`config.mk`:
```
export PLATFORM = sky130hd
export DESIGN_NAME = midi_message_binding_mapper_top
export DESIGN_NICKNAME = d
export VERILOG_FILES = /design/src/hdl/mmbm_pkg.sv /design/src/hdl/mmbm_ctrl.sv /design/src/hdl/mmbm_datapath.sv /design/src/hdl/midi_message_binding_mapper_top.sv
export SDC_FILE = /design/constraint.sdc
export NUM_CORES = 1
export LEC_CHECK = 0
export ABC_AREA = 1
export BUFFER_PORTS_ARGS = -buffer_cell sky130_fd_sc_hd__buf_2
export CAP_MARGIN = 0
export CELL_PAD_IN_SITES_DETAIL_PLACEMENT = 0
export CELL_PAD_IN_SITES_GLOBAL_PLACEMENT = 1
export CORE_ASPECT_RATIO = 1.25
export CORE_MARGIN = 4
export CORE_UTILIZATION = 41
export DETAILED_ROUTE_END_ITERATION = 12
export PLACE_DENSITY = 0.75
export SYNTH_ARGS = -nofsm -noshare
export SYNTH_HDL_FRONTEND = slang
export SYNTH_SLANG_ARGS = --single-unit
```
`constraint.sdc`:
```
create_clock -name i_clk -period 2.8 [get_ports i_clk]
set_input_delay 0.56 -clock i_clk [delete_from_list [all_inputs] [get_ports i_clk]]
set_output_delay 0.56 -clock i_clk [all_outputs]
set_load 0.02 [all_outputs]
```
`src/hdl/mmbm_pkg.sv`:
```
// ----------------------------------------------------------------------------
// MIDI binding mapper package
// Shared constants, message codes and the command and status words that pass
// between the controller and the datapath.
// ----------------------------------------------------------------------------
package mmbm_pkg;

    // Default sizes of the binding table and of the per-message result limit.
    localparam int NUM_BINDINGS_DEF = 16;
    localparam int MAX_UPDATES_DEF  = 16;

    // At most this many results leave for one message, and the four-bit slot
    // index field reaches no further than this many slots.
    localparam int RESULT_CAP = 16;

    // Field widths.
    localparam int VALUE_W = 14;
    localparam int BIND_W  = 4;

    // Upper nibbles of the recognised status bytes.
    localparam logic [3:0] ST_NOTE_OFF = 4'h8;
    localparam logic [3:0] ST_NOTE_ON  = 4'h9;
    localparam logic [3:0] ST_CTRL_CHG = 4'hB;
    localparam logic [3:0] ST_BEND     = 4'hE;

    // Binding kinds.
    localparam logic [1:0] KIND_CC   = 2'd0;
    localparam logic [1:0] KIND_NOTE = 2'd1;
    localparam logic [1:0] KIND_BEND = 2'd2;

    // Channel code that matches every channel.
    localparam logic [7:0] ANY_CHANNEL = 8'hFF;

    // Full-scale and zero output values.
    localparam logic [VALUE_W-1:0] FULL_SCALE = 14'h3FFF;
    localparam logic [VALUE_W-1:0] ZERO_SCALE = 14'h0000;

    // Commands from the controller to the datapath.
    typedef struct packed {
        logic write;   // store the binding entry on the input ports
        logic load;    // capture the decoded message
        logic step;    // examine the slot at the scan index
        logic flush;   // release the held result as the final one
    } t_cmd;

    // Status from the datapath to the controller.
    typedef struct packed {
        logic msg_ok;  // the input word is a recognised message
        logic hit;     // the slot under the scan gives a result
    } t_stat;

endpackage

```
`src/hdl/mmbm_ctrl.sv`:
```
// ----------------------------------------------------------------------------
// MIDI binding mapper controller
// Accepts words, sequences the slot scan and ends it on the last slot or when
// the result limit is reached.
// ----------------------------------------------------------------------------
module mmbm_ctrl #(
    parameter int SLOTS = 16,
    parameter int LIMIT = 16
) (
    input  logic                            i_clk,
    input  logic                            i_rst_n,
    input  logic                            start,
    input  logic                            i_action,
    input  mmbm_pkg::t_stat                 i_stat,
    output logic                            busy,
    output mmbm_pkg::t_cmd                  o_cmd,
    output logic [(SLOTS>1 ? $clog2(SLOTS) : 1)-1:0] o_idx
);
    import mmbm_pkg::*;

    localparam int IDX_W = (SLOTS > 1) ? $clog2(SLOTS) : 1;
    localparam int CNT_W = $clog2(LIMIT + 1);

    localparam logic [1:0] S_IDLE  = 2'd0;
    localparam logic [1:0] S_SCAN  = 2'd1;
    localparam logic [1:0] S_FLUSH = 2'd2;

    logic [1:0]       r_state, n_state;
    logic [IDX_W-1:0] r_idx, n_idx;
    logic [CNT_W-1:0] r_cnt, n_cnt;
    logic             accept;
    logic             scan_end;

    assign busy     = (r_state != S_IDLE);
    assign accept   = start && !busy;
    assign scan_end = (r_idx == IDX_W'(SLOTS - 1))
                   || (i_stat.hit && (r_cnt == CNT_W'(LIMIT - 1)));

    // Commands issued in the current cycle.
    always_comb begin
        o_cmd.write = accept && i_action;
        o_cmd.load  = accept && !i_action && i_stat.msg_ok;
        o_cmd.step  = (r_state == S_SCAN);
        o_cmd.flush = (r_state == S_FLUSH);
    end

    assign o_idx = r_idx;

    // Next-state logic.
    always_comb begin
        n_state = r_state;
        n_idx   = r_idx;
        n_cnt   = r_cnt;
        case (r_state)
            S_IDLE: begin
                n_idx = '0;
                n_cnt = '0;
                if (o_cmd.load) begin
                    n_state = S_SCAN;
                end
            end
            S_SCAN: begin
                if (i_stat.hit) begin
                    n_cnt = r_cnt + CNT_W'(1);
                end
                if (scan_end) begin
                    n_state = S_FLUSH;
                end else begin
                    n_idx = r_idx + IDX_W'(1);
                end
            end
            S_FLUSH: begin
                n_state = S_IDLE;
            end
            default: begin
                n_state = S_IDLE;
            end
        endcase
    end

    // State registers.
    always_ff @(posedge i_clk) begin
        if (!i_rst_n) begin
            r_state <= S_IDLE;
            r_idx   <= '0;
            r_cnt   <= '0;
        end else begin
            r_state <= n_state;
            r_idx   <= n_idx;
            r_cnt   <= n_cnt;
        end
    end

endmodule

```
`src/hdl/mmbm_datapath.sv`:
```
// ----------------------------------------------------------------------------
// MIDI binding mapper datapath
// Holds the binding table and the toggle and input levels, decodes messages,
// matches one slot per step and holds one result back so that the final one
// can be marked.
// ----------------------------------------------------------------------------
module mmbm_datapath #(
    parameter int SLOTS = 16
) (
    input  logic                                   i_clk,
    input  logic                                   i_rst_n,
    input  mmbm_pkg::t_cmd                         i_cmd,
    input  logic [(SLOTS>1 ? $clog2(SLOTS) : 1)-1:0] i_idx,
    input  logic [23:0]                            i_midi_word,
    input  logic [3:0]                             i_entry_index,
    input  logic                                   i_entry_valid,
    input  logic [1:0]                             i_entry_kind,
    input  logic [7:0]                             i_entry_channel,
    input  logic [6:0]                             i_entry_control,
    input  logic                                   i_entry_toggle,
    input  logic                                   i_entry_start_high,
    output mmbm_pkg::t_stat                        o_stat,
    output logic                                   o_strobe,
    output logic [mmbm_pkg::BIND_W-1:0]            o_binding_index,
    output logic [mmbm_pkg::VALUE_W-1:0]           o_value,
    output logic                                   o_last
);
    import mmbm_pkg::*;

    localparam int IDX_W = (SLOTS > 1) ? $clog2(SLOTS) : 1;

    // Binding table; only the valid bits and levels are reset.
    logic             r_vld   [SLOTS];
    logic [1:0]       r_kind  [SLOTS];
    logic [7:0]       r_chan  [SLOTS];
    logic [6:0]       r_ctrl  [SLOTS];
    logic             r_tog   [SLOTS];
    logic             r_tlev  [SLOTS];
    logic             r_ilev  [SLOTS];

    // Captured message.
    logic [1:0]         r_mkind;
    logic [3:0]         r_mchan;
    logic [6:0]         r_mdata1;
    logic [VALUE_W-1:0] r_mvalue;

    // Held result.
    logic               r_pend;
    logic [IDX_W-1:0]   r_pidx;
    logic [VALUE_W-1:0] r_pval;

    // Output register.
    logic               r_ostb;
    logic [BIND_W-1:0]  r_oidx;
    logic [VALUE_W-1:0] r_oval;
    logic               r_olast;

    logic [3:0]         st_hi;
    logic [6:0]         w_d1;
    logic [6:0]         w_d2;
    logic               dec_ok;
    logic [1:0]         dec_kind;
    logic [VALUE_W-1:0] dec_value;

    logic               m_sel;
    logic               m_high;
    logic               m_rise;
    logic               m_hit;
    logic               m_tnew;
    logic [VALUE_W-1:0] m_outv;

    // Message decode from the input word.
    assign st_hi = i_midi_word[7:4];
    assign w_d1  = i_midi_word[14:8];
    assign w_d2  = i_midi_word[22:16];

    always_comb begin
        dec_ok    = 1'b1;
        dec_kind  = KIND_CC;
        dec_value = {w_d2, w_d2};
        case (st_hi)
            ST_CTRL_CHG: begin
                dec_kind  = KIND_CC;
                dec_value = {w_d2, w_d2};
            end
            ST_NOTE_ON: begin
                dec_kind  = KIND_NOTE;
                dec_value = {w_d2, w_d2};
            end
            ST_NOTE_OFF: begin
                dec_kind  = KIND_NOTE;
                dec_value = ZERO_SCALE;
            end
            ST_BEND: begin
                dec_kind  = KIND_BEND;
                dec_value = {w_d2, w_d1};
            end
            default: begin
                dec_ok = 1'b0;
            end
        endcase
    end

    // Match of the slot under the scan against the captured message.
    always_comb begin
        m_sel  = r_vld[i_idx] && (r_kind[i_idx] == r_mkind)
              && ((r_chan[i_idx] == ANY_CHANNEL) || (r_chan[i_idx] == {4'h0, r_mchan}))
              && ((r_mkind == KIND_BEND) || (r_ctrl[i_idx] == r_mdata1));
        m_high = r_mvalue[VALUE_W-1];
        m_rise = m_high && !r_ilev[i_idx];
        m_tnew = !r_tlev[i_idx];
        m_hit  = m_sel && (!r_tog[i_idx] || m_rise);
        m_outv = r_tog[i_idx] ? (m_tnew ? FULL_SCALE : ZERO_SCALE) : r_mvalue;
    end

    always_comb begin
        o_stat.msg_ok = dec_ok;
        o_stat.hit    = i_cmd.step && m_hit;
    end

    // Valid bits and levels: entry writes and toggle updates during the scan.
    always_ff @(posedge i_clk) begin
        if (!i_rst_n) begin
            for (int j = 0; j < SLOTS; j++) begin
                r_vld[j]  <= 1'b0;
                r_tlev[j] <= 1'b0;
                r_ilev[j] <= 1'b0;
            end
        end else begin
            if (i_cmd.write) begin
                for (int j = 0; j < SLOTS; j++) begin
                    if (i_entry_index == 4'(j)) begin
                        r_vld[j]  <= i_entry_valid;
                        r_tlev[j] <= i_entry_start_high;
                        r_ilev[j] <= 1'b0;
                    end
                end
            end
            if (i_cmd.step && m_sel && r_tog[i_idx]) begin
                r_ilev[i_idx] <= m_high;
                if (m_rise) begin
                    r_tlev[i_idx] <= m_tnew;
                end
            end
        end
    end

    // Binding entry payload.
    always_ff @(posedge i_clk) begin
        if (i_cmd.write) begin
            for (int j = 0; j < SLOTS; j++) begin
                if (i_entry_index == 4'(j)) begin
                    r_kind[j] <= i_entry_kind;
                    r_chan[j] <= i_entry_channel;
                    r_ctrl[j] <= i_entry_control;
                    r_tog[j]  <= i_entry_toggle;
                end
            end
        end
    end

    // Message capture.
    always_ff @(posedge i_clk) begin
        if (i_cmd.load) begin
            r_mkind  <= dec_kind;
            r_mchan  <= i_midi_word[3:0];
            r_mdata1 <= w_d1;
            r_mvalue <= dec_value;
        end
    end

    // Held result and output register: a new hit releases the held one as
    // not final, and the flush releases it as the final one.
    always_ff @(posedge i_clk) begin
        if (!i_rst_n) begin
            r_pend <= 1'b0;
            r_ostb <= 1'b0;
        end else begin
            r_ostb <= 1'b0;
            if (i_cmd.step && m_hit) begin
                r_pend  <= 1'b1;
                r_pidx  <= i_idx;
                r_pval  <= m_outv;
                r_ostb  <= r_pend;
                r_oidx  <= BIND_W'(r_pidx);
                r_oval  <= r_pval;
                r_olast <= 1'b0;
            end else if (i_cmd.flush) begin
                r_pend  <= 1'b0;
                r_ostb  <= r_pend;
                r_oidx  <= BIND_W'(r_pidx);
                r_oval  <= r_pval;
                r_olast <= 1'b1;
            end
        end
    end

    assign o_strobe        = r_ostb;
    assign o_binding_index = r_oidx;
    assign o_value         = r_oval;
    assign o_last          = r_olast;

endmodule

```
`src/hdl/midi_message_binding_mapper_top.sv`:
```
// ----------------------------------------------------------------------------
// MIDI binding mapper, top level
// A binding write keeps busy low. A recognised message holds busy while its
// slots are scanned, one slot a cycle, and through the flush state that
// follows; no new word is accepted until busy falls again.
// A result waits for the next hit and leaves the cycle after it, or for the end
// of the scan and is registered out in the flush state after the last slot
// scanned. The receiver cannot stall.
// A synchronous reset invalidates all slots and clears all levels.
// ----------------------------------------------------------------------------
module midi_message_binding_mapper_top #(
    parameter int NUM_BINDINGS = mmbm_pkg::NUM_BINDINGS_DEF,
    parameter int MAX_UPDATES  = mmbm_pkg::MAX_UPDATES_DEF
) (
    input  logic                         i_clk,
    input  logic                         i_rst_n,
    input  logic                         start,
    output logic                         busy,
    input  logic                         i_action,
    input  logic [23:0]                  i_midi_word,
    input  logic [3:0]                   i_entry_index,
    input  logic                         i_entry_valid,
    input  logic [1:0]                   i_entry_kind,
    input  logic [7:0]                   i_entry_channel,
    input  logic [6:0]                   i_entry_control,
    input  logic                         i_entry_toggle,
    input  logic                         i_entry_start_high,
    output logic                         o_strobe,
    output logic [mmbm_pkg::BIND_W-1:0]  o_binding_index,
    output logic [mmbm_pkg::VALUE_W-1:0] o_value,
    output logic                         o_last
);
    import mmbm_pkg::*;

    // Slots beyond the reach of the index field can never be written.
    localparam int SLOTS = (NUM_BINDINGS < RESULT_CAP) ? NUM_BINDINGS : RESULT_CAP;
    localparam int LIMIT = (MAX_UPDATES < RESULT_CAP) ? MAX_UPDATES : RESULT_CAP;
    localparam int IDX_W = (SLOTS > 1) ? $clog2(SLOTS) : 1;

    t_cmd             cmd;
    t_stat            stat;
    logic [IDX_W-1:0] scan_idx;

    // Scan sequencer.
    mmbm_ctrl #(
        .SLOTS (SLOTS),
        .LIMIT (LIMIT)
    ) u_ctrl (
        .i_clk    (i_clk),
        .i_rst_n  (i_rst_n),
        .start    (start),
        .i_action (i_action),
        .i_stat   (stat),
        .busy     (busy),
        .o_cmd    (cmd),
        .o_idx    (scan_idx)
    );

    // Table, matching and result output.
    mmbm_datapath #(
        .SLOTS (SLOTS)
    ) u_datapath (
        .i_clk              (i_clk),
        .i_rst_n            (i_rst_n),
        .i_cmd              (cmd),
        .i_idx              (scan_idx),
        .i_midi_word        (i_midi_word),
        .i_entry_index      (i_entry_index),
        .i_entry_valid      (i_entry_valid),
        .i_entry_kind       (i_entry_kind),
        .i_entry_channel    (i_entry_channel),
        .i_entry_control    (i_entry_control),
        .i_entry_toggle     (i_entry_toggle),
        .i_entry_start_high (i_entry_start_high),
        .o_stat             (stat),
        .o_strobe           (o_strobe),
        .o_binding_index    (o_binding_index),
        .o_value            (o_value),
        .o_last             (o_last)
    );

endmodule
```
==> key figures <==
Timing
  • Slew margin rel.: 54.3%
  • Slew Viols, Final: 0
  • Final Skew: 20.3 ps
  • Max frequency: 349 MHz
  • Final Cycle Share: 102%
  • RSZ-0062 raised after global routing: true
  • Final hold viol count: 0
  • Final number of setup-violating endpoints: 35
  • Worst-Margin Slew: 684 ps
  • WHS: 211 ps
  • Minimum clock period: 2860 ps
  • Final Worst Setup Slack: -64.0 ps

Clocking
  • H-tree depth: 2
  • Root Driver: clkbuf_16
  • Clock Sink Count: 417
  • CTS tree: yes
  • CTS max path bufs: 3
  • CTS buffer count: 41
  • CTS clk-pin slew, worst paths: 60 ps
  • Clock latency on the worst-skew pair: 540 ps
  • Hold buffer count at CTS: 0

Placed design
  • RD Place Congestion: 0.852
  • Post-DP HPWL: 28800 µm
  • Post-Place Setup Slack: -260 ps
  • PortBufs: 70

Pwr
  • Peak supply drop: 0.356 mV
  • Cell Pwr Density: 591 mW/mm²
  • Design Power: 12.5 mW
  • Leak: 8.25 nW

Global route
  • Vias in the first global route: 12.0k
  • Initial antenna violation count: 2
  • Global-route usage over all layers: 19.3%
  • First-pass GRT wire length: 69400 µm
  • Total gr overflow: 0
  • Pin count of the biggest net entering global routing: 55

Critical path
  • CP Cell Sequence: inv_8 > bufbuf_16 > nand2_1 > nand2_1 > nand2_1 > nand3_1 > nand3_2 > buf_4 > nand3_1 > nand2_1 > nand2_1 > inv_1 > nand3_1 > buf_6 > nand2_4 > nand4_4 > nor2_4 > nand3_2 > nand2_1 > o21ai_1
  • Most frequent cell on the critical path: nand2_1
  • CP required: 3070 ps
  • Critical-path top delay cell: dfxtp_4
  • Startpoint types: register
  • Slowest stage delay, CP: 480 ps
  • Critical path peak fanout: 18
  • Element type at the critical path end: register
  • Critical path arrival: 3130 ps
  • Crit Path Class: reg -> reg

Logic synthesis
  • Ys async rst share: 0%
  • Top-count cell post-synth: nand2_1
  • Synth top area share: 63.0%
  • Synth area leader: edfxtp_1
  • Synth top cells by count: nand2_1 (460), edfxtp_1 (373), nand3_1 (180)
  • Syn Nets: 1745
  • Number of synthesized flops with an enable pin: 373
  • Top FF cell, synth: edfxtp_1
  • FF+latch count, synth: 417
  • Synth Instances: 1687
  • Top post-synthesis cells by area: edfxtp_1 (63%), nand2_1 (9.7%), nand3_1 (5.1%), dfxtp_1 (5.0%), inv_1 (3.4%)
  • Avg Cell Area, Syn: 10.5 µm²
  • Synth Warn #: 0
  • Sequential fraction of the synthesis area: 68.0%
  • Distinct cell type count after synthesis: 38
  • Post-synthesis cell area: 0.0178 mm²

Floorplan
  • Die Area: 0.0468 mm²
  • Ports: 73
  • Die H: 241 µm
  • Core area: 0.0430 mm²
  • Starting Density: 41.4%
  • Chip width: 194 µm
  • Row cnt: 85

Drt
  • Residual DRC count: 0
  • Final wirelength: 46600 µm
  • First-pass DRT Iterations: 5
  • Routed WL per cell: 19.1 µm
  • DRT antenna net count: 0
  • DRT iter0 DRCs: 1048
  • Vias/cell: 5.15
  • Vias: 12.6k

Final layout
  • Register area: 0.0121 mm²
  • Nets: 1903
  • Area of the multi-input gates: 0.00482 mm²
  • FILL cells: 3833
  • Area Growth Syn to Fin: 18.9%
  • Ratio of cells with drive above 1 in the final layout: 16.6%
  • Util after Layout: 49.2%

Status
  • Failing checks: setup timing
  • Status: finished, violations left

Job
  • Maxcap violations: 0

Worst hold path
  • HP Class: in -> reg
-- through the flow --
stage | std cells | area (µm²) | setup TNS (ps)
after floorplan | 1687 | 17800 | 0
after global placement | 2349 | 19500 | -10060
after detailed placement | 2349 | 19500 | -10390
after CTS | 2432 | 21000 | -908
after global routing | 2438 | 21100 | -14330
final | 2439 | 21100 | -767
-- path summary, 6_finish.rpt --
kind                                       startpoint                      to  slack [ps]  depth (start not counted)
worst min-delay path                   i_midi_word[2]   u_datapath.r_mchan[2]         210                          1
worst max-delay path                         register   u_datapath.r_tlev[11]         -60                         20
worst max register to register               register   u_datapath.r_tlev[11]         -60                         20
worst min register to register  u_datapath.r_pval[12]  u_datapath.o_value[12]         420                          0
-- registers in the layout, summed over array words and instances, names as in the netlist, 2 cells and up, named ones only --
name / cells
u_ctrl.r_state: 2
u_datapath.r_pval: 14
u_datapath.r_tlev: 16
u_datapath.r_mdata1: 7
u_ctrl.o_idx: 4
u_datapath.r_ctrl: 112
u_datapath.r_ilev: 16
u_ctrl.r_cnt: 5
u_datapath.r_chan: 128
u_datapath.r_mkind: 2
u_datapath.o_binding_index: 4
u_datapath.o_value: 14
u_datapath.r_pidx: 4
u_datapath.r_kind: 32
u_datapath.r_tog: 16
u_datapath.r_vld: 16
u_datapath.r_mvalue: 14
u_datapath.r_mchan: 4
-- kinds of logic after synthesis --
| logic type | Yosys count | share of synthesized area [%] |
|---|---|---|
| AND/OR/NAND/NOR | 829 | 19.5 |
| XOR/XNOR | 1 | 0.0493 |
| buffers and inverters | 245 | 5.94 |
| AO/OA/AOI/OAI | 189 | 6.08 |
| adder cells (fa/ha/maj) | 6 | 0.422 |
| flip-flops | 417 | 68.0 |
-- timing repair --
| item | in CTS | in global routing |
|---|---|---|
| gates resized for setup | 31 | 28 |
| setup buffers | 11 | 5 |
| gates cloned | 3 | 0 |
| setup endpoints to repair | 93 | 96 |
| pin swaps | 12 | 13 |
-- layout make-up --
type | instances | share of cell area (%)
Antenna cell | 2 | 0.0237
Clock buffer | 50 | 5.02
Clock inverter | 20 | 0.545
Inverter | 165 | 2.97
Multi-Input combinational cell | 1025 | 22.8
Sequential cell | 417 | 57.2
Tap cell | 565 | 3.35
Timing Repair Buffer | 195 | 8.06
-- power breakdown --
part	switching (mW)	internal, mW
clock network	2.20	2.77
registers	0.0236	6.83
logic	0.437	0.230
-- cells in the final DEF, fill, tap and decap left out, types with 3 or more instances in the layout --
master,n
o21ai_1,30
clkbuf_16,41
bufbuf_16,3
nand2_1,453
inv_2,3
buf_2,70
nor3_1,3
ha_1,6
edfxtp_1,373
a22oi_1,3
buf_4,92
buf_6,6
nand2_2,6
buf_12,22
nor2_2,23
nand3b_1,5
clkbuf_1,9
nand3_1,165
a21oi_1,43
clkinv_1,14
o21ai_0,69
dfxtp_1,41
nor2_4,6
or2_1,3
clkinv_2,6
o211ai_1,26
o22ai_1,6
nand3_2,16
a221o_1,5
inv_1,158
nor2_1,130
nand4_1,14
-- worst max-delay path, delay by kind of cell, from the launching register on --
kind | cells | cell delay [ps]
AND/OR/NAND/NOR | 14 | 1360
flip-flops | 1 | 480
buffers and inverters | 5 | 680
AO/OA/AOI/OAI | 1 | 60
-- metal layers --
metal | share of wire (%) | GRT usage, %
met4 | 3.1 | 6.86
met5 | 0 | 0
met3 | 5.5 | 2.40
met1 | 42 | 25.2
met2 | 50 | 33.4
(Power assumes the default switching activity.)
